==> src/hdl/sha1_pkg.sv <==
`timescale 1ns / 1ps
// ----------------------------------------------------------------------------
// SHA-1 digest unit package
// Shared types, round constants and the command and status structures that
// join the controller to the datapath.
// ----------------------------------------------------------------------------
package sha1_pkg;

    typedef logic [31:0] t_word;

    localparam int unsigned WORD_W       = 32;
    localparam int unsigned BLOCK_BYTES  = 64;
    localparam int unsigned BLOCK_BITS   = BLOCK_BYTES * 8;
    localparam int unsigned POS_W        = $clog2(BLOCK_BYTES);
    localparam int unsigned ROUNDS       = 80;
    localparam int unsigned ROUND_W      = $clog2(ROUNDS);
    localparam int unsigned DIGEST_WORDS = 5;
    localparam int unsigned IDX_W        = 3;
    localparam int unsigned TOTAL_W      = 64;

    // Last byte position of a block, and the first position of the length field.
    localparam logic [POS_W-1:0]   POS_LAST    = POS_W'(BLOCK_BYTES - 1);
    localparam logic [POS_W-1:0]   POS_LEN     = POS_W'(BLOCK_BYTES - 8);
    localparam logic [ROUND_W-1:0] ROUND_LAST  = ROUND_W'(ROUNDS - 1);
    localparam logic [ROUND_W-1:0] ROUND_PH1   = ROUND_W'(20);
    localparam logic [ROUND_W-1:0] ROUND_PH2   = ROUND_W'(40);
    localparam logic [ROUND_W-1:0] ROUND_PH3   = ROUND_W'(60);
    localparam logic [IDX_W-1:0]   IDX_LAST    = IDX_W'(DIGEST_WORDS - 1);
    localparam logic [7:0]         PAD_MARK    = 8'h80;

    localparam t_word K_CH   = 32'h5a827999;
    localparam t_word K_PAR1 = 32'h6ed9eba1;
    localparam t_word K_MAJ  = 32'h8f1bbcdc;
    localparam t_word K_PAR2 = 32'hca62c1d6;

    localparam t_word H_INIT [DIGEST_WORDS] = '{
        32'h67452301, 32'hefcdab89, 32'h98badcfe, 32'h10325476, 32'hc3d2e1f0
    };

    typedef enum logic [2:0] {
        ST_IDLE,
        ST_ROUND,
        ST_ADD,
        ST_PAD,
        ST_OUT
    } t_state;

    typedef enum logic [1:0] {
        SEL_MSG,
        SEL_MARK,
        SEL_ZERO,
        SEL_LEN
    } t_byte_sel;

    typedef enum logic [1:0] {
        PH_CH,
        PH_PAR1,
        PH_MAJ,
        PH_PAR2
    } t_phase;

    typedef struct packed {
        logic             shift_byte;
        t_byte_sel        byte_sel;
        logic             count_byte;
        logic             round_en;
        logic             round_first;
        t_phase           phase;
        logic             add_en;
        logic             restart;
        logic [IDX_W-1:0] word_idx;
    } t_dp_cmd;

    typedef struct packed {
        logic [POS_W-1:0] pos;
    } t_dp_status;

    function automatic t_word rotl(input t_word x, input int unsigned n);
        rotl = (x << n) | (x >> (WORD_W - n));
    endfunction

endpackage

==> src/hdl/sha1_ctrl.sv <==
`timescale 1ns / 1ps
// ----------------------------------------------------------------------------
// SHA-1 controller
// Sequences byte intake, padding, the 80 rounds, the chaining add and the
// five-word digest output.
// ----------------------------------------------------------------------------
module sha1_ctrl (
    input  logic                           i_clk,
    input  logic                           i_rst_n,
    input  logic                           i_valid,
    output logic                           o_stall,
    input  logic                           i_byte_present,
    input  logic                           i_end_of_message,
    output logic                           o_valid,
    input  logic                           i_stall,
    output logic [sha1_pkg::IDX_W-1:0]     o_word_index,
    output logic                           o_last_word,
    output sha1_pkg::t_dp_cmd              o_cmd,
    input  sha1_pkg::t_dp_status           i_status
);
    import sha1_pkg::*;

    t_state             r_state, n_state;
    logic [ROUND_W-1:0] r_round, n_round;
    logic [IDX_W-1:0]   r_oidx, n_oidx;
    logic               r_closing, n_closing;
    logic               r_mark, n_mark;
    logic               r_len_blk, n_len_blk;

    always_ff @(posedge i_clk) begin
        if (!i_rst_n) begin
            r_state   <= ST_IDLE;
            r_round   <= '0;
            r_oidx    <= '0;
            r_closing <= 1'b0;
            r_mark    <= 1'b0;
            r_len_blk <= 1'b0;
        end else begin
            r_state   <= n_state;
            r_round   <= n_round;
            r_oidx    <= n_oidx;
            r_closing <= n_closing;
            r_mark    <= n_mark;
            r_len_blk <= n_len_blk;
        end
    end

    always_comb begin
        n_state   = r_state;
        n_round   = r_round;
        n_oidx    = r_oidx;
        n_closing = r_closing;
        n_mark    = r_mark;
        n_len_blk = r_len_blk;
        o_cmd     = '0;
        o_cmd.byte_sel = SEL_MSG;
        o_cmd.phase    = PH_CH;
        o_cmd.word_idx = r_oidx;
        o_stall   = 1'b1;
        o_valid   = 1'b0;

        unique case (r_state)
            ST_IDLE: begin
                o_stall = 1'b0;
                if (i_valid) begin
                    n_closing = i_end_of_message;
                    n_mark    = 1'b0;
                    n_len_blk = 1'b0;
                    if (i_byte_present) begin
                        o_cmd.shift_byte = 1'b1;
                        o_cmd.count_byte = 1'b1;
                        if (i_status.pos == POS_LAST) begin
                            n_state = ST_ROUND;
                        end else if (i_end_of_message) begin
                            n_state = ST_PAD;
                        end
                    end else if (i_end_of_message) begin
                        n_state = ST_PAD;
                    end
                end
            end

            ST_ROUND: begin
                o_cmd.round_en    = 1'b1;
                o_cmd.round_first = (r_round == '0);
                if (r_round < ROUND_PH1) begin
                    o_cmd.phase = PH_CH;
                end else if (r_round < ROUND_PH2) begin
                    o_cmd.phase = PH_PAR1;
                end else if (r_round < ROUND_PH3) begin
                    o_cmd.phase = PH_MAJ;
                end else begin
                    o_cmd.phase = PH_PAR2;
                end
                if (r_round == ROUND_LAST) begin
                    n_round = '0;
                    n_state = ST_ADD;
                end else begin
                    n_round = r_round + 1'b1;
                end
            end

            ST_ADD: begin
                o_cmd.add_en = 1'b1;
                if (!r_closing) begin
                    n_state = ST_IDLE;
                end else if (r_len_blk) begin
                    n_oidx  = '0;
                    n_state = ST_OUT;
                end else begin
                    n_len_blk = 1'b1;
                    n_state   = ST_PAD;
                end
            end

            ST_PAD: begin
                o_cmd.shift_byte = 1'b1;
                if (!r_mark) begin
                    o_cmd.byte_sel = SEL_MARK;
                    n_mark = 1'b1;
                    if (i_status.pos < POS_LEN) begin
                        n_len_blk = 1'b1;
                    end
                end else if (r_len_blk && (i_status.pos >= POS_LEN)) begin
                    o_cmd.byte_sel = SEL_LEN;
                end else begin
                    o_cmd.byte_sel = SEL_ZERO;
                end
                if (i_status.pos == POS_LAST) begin
                    n_state = ST_ROUND;
                end
            end

            ST_OUT: begin
                o_valid = 1'b1;
                if (!i_stall) begin
                    if (r_oidx == IDX_LAST) begin
                        o_cmd.restart = 1'b1;
                        n_closing     = 1'b0;
                        n_oidx        = '0;
                        n_state       = ST_IDLE;
                    end else begin
                        n_oidx = r_oidx + 1'b1;
                    end
                end
            end

            default: begin
                n_state = ST_IDLE;
            end
        endcase
    end

    assign o_word_index = r_oidx;
    assign o_last_word  = (r_oidx == IDX_LAST);

endmodule

==> src/hdl/sha1_dpath.sv <==
`timescale 1ns / 1ps
// ----------------------------------------------------------------------------
// SHA-1 datapath
// Block shift register that doubles as the message schedule window, the
// round logic, the chaining words and the 64-bit byte count.
// ----------------------------------------------------------------------------
module sha1_dpath (
    input  logic                 i_clk,
    input  logic                 i_rst_n,
    input  logic [7:0]           i_msg_byte,
    input  sha1_pkg::t_dp_cmd    i_cmd,
    output sha1_pkg::t_dp_status o_status,
    output sha1_pkg::t_word      o_digest_word
);
    import sha1_pkg::*;

    logic [BLOCK_BITS-1:0] r_buf;
    t_word                 r_work [DIGEST_WORDS];
    t_word                 r_chain [DIGEST_WORDS];
    logic [TOTAL_W-1:0]    r_total;
    logic [POS_W-1:0]      r_pos;

    logic [TOTAL_W-1:0]    bit_len;
    logic [POS_W-1:0]      len_hi;
    logic [7:0]            pad_byte;
    t_word                 w_cur, w_new;
    t_word                 sa, sb, sc, sd, se;
    t_word                 f_val, k_val, t_val;

    // Word k of the window sits k words below the top of the buffer.
    assign w_cur = r_buf[BLOCK_BITS-1 -: WORD_W];
    assign w_new = rotl(r_buf[BLOCK_BITS-1-13*WORD_W -: WORD_W]
                      ^ r_buf[BLOCK_BITS-1-8*WORD_W -: WORD_W]
                      ^ r_buf[BLOCK_BITS-1-2*WORD_W -: WORD_W]
                      ^ w_cur, 1);

    // The length goes out most significant byte first over the last eight slots.
    assign bit_len = {r_total[TOTAL_W-4:0], 3'b000};
    assign len_hi  = {~r_pos[2:0], 3'b111};

    always_comb begin
        case (i_cmd.byte_sel)
            SEL_MSG:  pad_byte = i_msg_byte;
            SEL_MARK: pad_byte = PAD_MARK;
            SEL_LEN:  pad_byte = bit_len[len_hi -: 8];
            default:  pad_byte = 8'h00;
        endcase
    end

    always_comb begin
        if (i_cmd.round_first) begin
            sa = r_chain[0];
            sb = r_chain[1];
            sc = r_chain[2];
            sd = r_chain[3];
            se = r_chain[4];
        end else begin
            sa = r_work[0];
            sb = r_work[1];
            sc = r_work[2];
            sd = r_work[3];
            se = r_work[4];
        end
        case (i_cmd.phase)
            PH_CH: begin
                f_val = (sb & sc) | (~sb & sd);
                k_val = K_CH;
            end
            PH_PAR1: begin
                f_val = sb ^ sc ^ sd;
                k_val = K_PAR1;
            end
            PH_MAJ: begin
                f_val = (sb & sc) | (sb & sd) | (sc & sd);
                k_val = K_MAJ;
            end
            default: begin
                f_val = sb ^ sc ^ sd;
                k_val = K_PAR2;
            end
        endcase
        t_val = rotl(sa, 5) + f_val + se + k_val + w_cur;
    end

    always_ff @(posedge i_clk) begin
        if (i_cmd.shift_byte) begin
            r_buf <= {r_buf[BLOCK_BITS-9:0], pad_byte};
        end else if (i_cmd.round_en) begin
            r_buf <= {r_buf[BLOCK_BITS-WORD_W-1:0], w_new};
        end
        if (i_cmd.round_en) begin
            r_work[0] <= t_val;
            r_work[1] <= sa;
            r_work[2] <= rotl(sb, 30);
            r_work[3] <= sc;
            r_work[4] <= sd;
        end
    end

    always_ff @(posedge i_clk) begin
        if (!i_rst_n || i_cmd.restart) begin
            for (int i = 0; i < DIGEST_WORDS; i++) begin
                r_chain[i] <= H_INIT[i];
            end
            r_total <= '0;
            r_pos   <= '0;
        end else begin
            if (i_cmd.add_en) begin
                for (int i = 0; i < DIGEST_WORDS; i++) begin
                    r_chain[i] <= r_chain[i] + r_work[i];
                end
            end
            if (i_cmd.count_byte) begin
                r_total <= r_total + 1'b1;
            end
            if (i_cmd.shift_byte) begin
                r_pos <= r_pos + 1'b1;
            end
        end
    end

    assign o_status.pos  = r_pos;
    assign o_digest_word = r_chain[i_cmd.word_idx];

endmodule

==> src/hdl/sha1_message_digest_unit.sv <==
`timescale 1ns / 1ps
// ----------------------------------------------------------------------------
// SHA-1 message digest unit
// Takes a message one byte per item, compresses each 64-byte block, pads the
// message on its end and returns the 160-bit digest as five 32-bit items.
// ----------------------------------------------------------------------------
//
//  Channel  Handshake           Payload
//  -------  ------------------  ---------------------------------------------
//  in       i_valid / o_stall   i_msg_byte, i_byte_present, i_end_of_message
//  out      o_valid / i_stall   o_digest_word, o_word_index, o_last_word
//
// A byte that does not complete a block is taken without a stall. The byte that
// completes a block holds o_stall high through the 80 rounds, one per cycle, and the add.
// A closing item pads one byte per cycle to the end of the block, compresses once
// or twice, then offers five digest words, one per cycle while i_stall is low.
// Reset is synchronous and active low; it loads the chaining values, clears the count.
// ----------------------------------------------------------------------------
module sha1_message_digest_unit (
    input  logic                       i_clk,
    input  logic                       i_rst_n,
    input  logic                       i_valid,
    output logic                       o_stall,
    input  logic [7:0]                 i_msg_byte,
    input  logic                       i_byte_present,
    input  logic                       i_end_of_message,
    output logic                       o_valid,
    input  logic                       i_stall,
    output logic [31:0]                o_digest_word,
    output logic [sha1_pkg::IDX_W-1:0] o_word_index,
    output logic                       o_last_word
);
    import sha1_pkg::*;

    // The controller owns all sequencing; the datapath only follows commands
    // and reports its fill position within the current block.
    t_dp_cmd    dp_cmd;
    t_dp_status dp_status;

    sha1_ctrl u_ctrl (
        .i_clk            (i_clk),
        .i_rst_n          (i_rst_n),
        .i_valid          (i_valid),
        .o_stall          (o_stall),
        .i_byte_present   (i_byte_present),
        .i_end_of_message (i_end_of_message),
        .o_valid          (o_valid),
        .i_stall          (i_stall),
        .o_word_index     (o_word_index),
        .o_last_word      (o_last_word),
        .o_cmd            (dp_cmd),
        .i_status         (dp_status)
    );

    // The buffer shifts in message and padding bytes, then serves as the
    // sliding 16-word schedule window while the rounds run.
    sha1_dpath u_dpath (
        .i_clk         (i_clk),
        .i_rst_n       (i_rst_n),
        .i_msg_byte    (i_msg_byte),
        .i_cmd         (dp_cmd),
        .o_status      (dp_status),
        .o_digest_word (o_digest_word)
    );

endmodule

==> config.mk <==
export PLATFORM = sky130hd
export DESIGN_NAME = sha1_message_digest_unit
export DESIGN_NICKNAME = d
export VERILOG_FILES = /design/src/hdl/sha1_pkg.sv /design/src/hdl/sha1_ctrl.sv /design/src/hdl/sha1_dpath.sv /design/src/hdl/sha1_message_digest_unit.sv
export SDC_FILE = /design/constraint.sdc
export NUM_CORES = 2
export LEC_CHECK = 0
export BUFFER_PORTS_ARGS = -buffer_cell sky130_fd_sc_hd__clkbuf_2
export CORE_MARGIN = 1
export CORE_UTILIZATION = 25
export CTS_BUF_LIST = sky130_fd_sc_hd__clkbuf_16
export DETAILED_ROUTE_END_ITERATION = 10
export MAX_ROUTING_LAYER = met4
export PLACE_DENSITY = 0.46
export REMOVE_ABC_BUFFERS = 1
export SETUP_SLACK_MARGIN = 0.15
export SLEW_MARGIN = 25
export SYNTH_ARGS = -nofsm -noshare
export SYNTH_HDL_FRONTEND = slang
export SYNTH_SLANG_ARGS = --single-unit
==> constraint.sdc <==
create_clock -name i_clk -period 20.7 [get_ports i_clk]
set_clock_uncertainty 0.15 [all_clocks]
set_input_delay 3.105 -clock i_clk [delete_from_list [all_inputs] [get_ports i_clk]]
set_output_delay 3.105 -clock i_clk [all_outputs]
set_load 0.1 [all_outputs]
==> results.py <==
metrics = {
    "sta": {
        "rsz_0062_raised_after_global_routing": "false",
        "fmax_mhz": 109,
        "slew_violations": 0,
        "hold_violations": 0,
        "finalSetupViolCount": 0,
        "layout_worst_path_cycle_share_pct": 44.3,
        "maxSlewHeadroom_pct": 33.9,
        "worst-slew-pin-transition_ns": 0.984,
        "finalWorstPathRequiredPeriod_ns": 9.17,
    },
    "finish": {
        "fillers": 22300,
        "layout.cells.most_common": "sky130_fd_sc_hd__nand2_1",
        "layout-drive-gt1-share_pct": 7.13,
        "number_of_nets_in_the_layout": 5797,
        "area_delta_synth_final_pct": 12.7,
        "layout_common_cells": "2,029 x sky130_fd_sc_hd__nand2_1, 832 x sky130_fd_sc_hd__edfxtp_1, 281 x sky130_fd_sc_hd__inv_1, 260 x sky130_fd_sc_hd__nor2_1, 209 x sky130_fd_sc_hd__ha_1",
        "finalNonFillerCells": 8364,
        "register_area_sq_um": 26700,
        "multi_input_area_sq_um": 24900,
    },
    "detailed_routing": {
        "drt-initial-drc-count": 2454,
        "wl_mm": 146,
        "route.antenna.remaining_nets": 0,
        "avgViaCountPerCell": 4.53,
        "avgRoutedWirePerCell_microns": 17.4,
        "remaining_drc_errors": 32,
        "drt_first_pass_iters": 8,
        "num_vias": 37900,
    },
    "place": {
        "placed_cells_incl_taps": 8161,
        "gp_congestion": 0.887,
        "buffer_ports.inserted": 51,
        "dp_hpwl_mm": 103,
    },
    "yosys": {
        "synth_flop_cell": "sky130_fd_sc_hd__edfxtp_1",
        "synth-seq-area-share_pct": 50.0,
        "edff_count_synth": 832,
        "yosys_register_bits": 918,
        "synthDistinctLibCells": 101,
        "synth_area_per_cell_sq_um": 9.75,
        "synthesis.area_sq_um": 53400,
        "syn_inst": 5472,
        "yosys_warnings": 0,
        "async_flop_share_pct": 0,
    },
    "floorplanning": {
        "row_count": 169,
        "initial_utilization_pct": 25.2,
        "die-area_sq_um": 215000,
        "die_width_microns": 464,
        "floorplan.core_area_sq_um": 212000,
        "io_pins": 52,
        "die_h_microns": 464,
    },
    "clock_tree": {
        "tritoncts.num_buffers": 110,
        "post_cts_setup_repair_bufs": 0,
        "cts.path.max_buffers": 3,
        "clk_latency_ns": 0.75,
        "cts_tree": "yes",
        "cts_hold_repair_buffers": 0,
        "cts-root-buf": "sky130_fd_sc_hd__clkbuf_16",
        "cts_htree_levels": 3,
        "worst_setup_hold_path_clk_slew_ns": 0.06,
        "clock_sink_count": 918,
        "ctsResizeCount": 0,
    },
    "worst_hold_path": {
        "tightest_hold_check_type": "reg2reg",
    },
    "setup_path": {
        "critical_path.max_fanout": 60,
        "crit_path_cell_trace": "inv_2, or3_1, inv_6, and3_4, buf_4, buf_4, nand2_1, nand2_1, fa_1, o21ai_0, fa_1, inv_1, fa_1, fa_1, ha_1, o21a_1, o21a_1, o21a_1, o21ai_0, a211oi_1, a21oi_1, nor2b_1, o21ai_0, xor2_1",
        "crit_end": "u_dpath.r_work[0][28]",
        "cpMaxStageDelayCell": "sky130_fd_sc_hd__buf_4",
        "timing.critical_path.arrival_ns": 9.50,
        "worstReg2RegEnd": "u_dpath.r_work[0][28]",
        "r2r_setup_slack_ns": 11.53,
        "worstPathRequired_ns": 21.04,
        "critical_path.most_common_cell": "sky130_fd_sc_hd__fa_1",
        "critPathMaxStageDelay_ns": 0.72,
        "critPathKind": "reg2reg",
        "cell_depth_of_the_worst_flop_to_flop_path": 24,
        "setup.worst_path.start_class": "flop",
        "setup.worst_path.end_class": "flop",
        "critPathLaunch": "u_ctrl.r_state[0]",
        "r2r_start": "u_ctrl.r_state[0]",
    },
    "global_route": {
        "grt_antenna_before_repair": 0,
        "grt_max_degree": 187,
        "grt_residual_overflow": 0,
        "grt_pass1_vias": 37800,
        "grt_pass1_wl_mm": 226,
        "grt.total_usage_pct": 13.8,
    },
    "run": {
        "drv.max_cap_violation_count": 0,
    },
    "outcome": {
        "run_status": "finished, violations left",
        "violations_in_the_final_reports": "DRC",
    },
}
logic make-up after synthesis:
family                   share of synthesized area (%)
AND/OR/NAND/NOR                                   19.9
flip-flops                                        50.0
AO/OA/AOI/OAI                                     8.42
buffers and inverters                             3.45
adder cells (fa/ha/maj)                           9.36
XOR/XNOR                                          5.01
multiplexers                                      3.79
how the worst min path moves through the flow:
| stage | from | endpoint | slack, ns | depth (start not counted) |
|---|---|---|---|---|
| after floorplan | u_dpath.o_status[5] | u_dpath.o_status[5] | 0.30 | 2 |
| after global placement | u_dpath.o_status[5] | u_dpath.o_status[5] | 0.32 | 2 |
| after detailed placement | u_ctrl.r_round[1] | u_ctrl.r_round[1] | 0.34 | 2 |
| after CTS | u_ctrl.r_round[1] | u_ctrl.r_round[1] | 0.35 | 2 |
| after global routing | u_ctrl.r_round[1] | u_ctrl.r_round[1] | 0.36 | 2 |
| final | u_ctrl.r_round[1] | u_ctrl.r_round[1] | 0.34 | 2 |
layout make-up:
type	count	share of cell area (%)
diodes	1	0.00416
clock buffers	112	4.66
multi-input cells	4077	41.4
clock inverters	87	0.951
repair buffers	95	1.13
well taps	2821	5.87
inverters	253	1.59
flip-flops and latches	918	44.4
sequential cells by signal, indices dropped and copies added (netlist names), named ones only:
register and flops:
u_dpath.o_status 6, u_ctrl.r_closing 1, u_ctrl.r_state 3, u_ctrl.r_len_blk 1, u_dpath.r_work 160, u_ctrl.r_round 7, u_dpath.r_buf 512, u_ctrl.r_mark 1
u_dpath.r_chain 160, u_ctrl.o_word_index 3, u_dpath.r_total 61
metrics by stage:
stage / worst slack [ns] / hold WS, ns / setup TNS [ns] / utilization (%) / area [sq um]
after floorplan: -13.58 / 0.304 / -7539.91 / - / 52500
after global placement: 11.61 / 0.321 / 0 / 26.7 / 56700
after detailed placement: 11.54 / 0.339 / 0 / 26.7 / 56700
after CTS: 11.52 / 0.346 / 0 / 28.3 / 60100
after global routing: 11.00 / 0.365 / 0 / 28.4 / 60100
final: 11.53 / 0.341 / 0 / 28.4 / 60200
per-layer routing:
layer / global-route usage (%) / share of wire [%] / vias to the layer above
met5: - / 0 / -
met4: 4.25 / 3.0 / 0
met3: 2.04 / 4.4 / 190
met2: 20.7 / 44 / 690
met1: 19.0 / 49 / 18400
li1: - / - / 18600
synthesized netlist by cell type (all sizes together), types with 33 or more instances:
library cell  count  area [sq um]
a21o             95           716
a21oi           179           900
and2             33           206
and3             33           208
buf              35           176
clkbuf          189           709
dfxtp            86          1720
edfxtp          832         25000
fa              119          2380
ha              209          2620
inv             252           951
mux2             60           679
mux2i            33           330
mux4             45          1010
nand2          2032          7630
nand3            56           293
nor2            262           993
nor3             34           180
o21ai           192           968
xnor2           196          1720
xor2            107           937
critical path, delay by kind of cell (launching register included):
family,cells,cell delay [ns]
compound gates,8,2.29
xor+xnor,1,0.15
fa+ha+maj,5,2.09
buf+inv,5,1.94
flops,1,0.57
simple gates,5,1.58
Power is left out: the tool's default activity adds up to more than one toggle a clock period on the data nets, which glitch-free logic cannot reach.
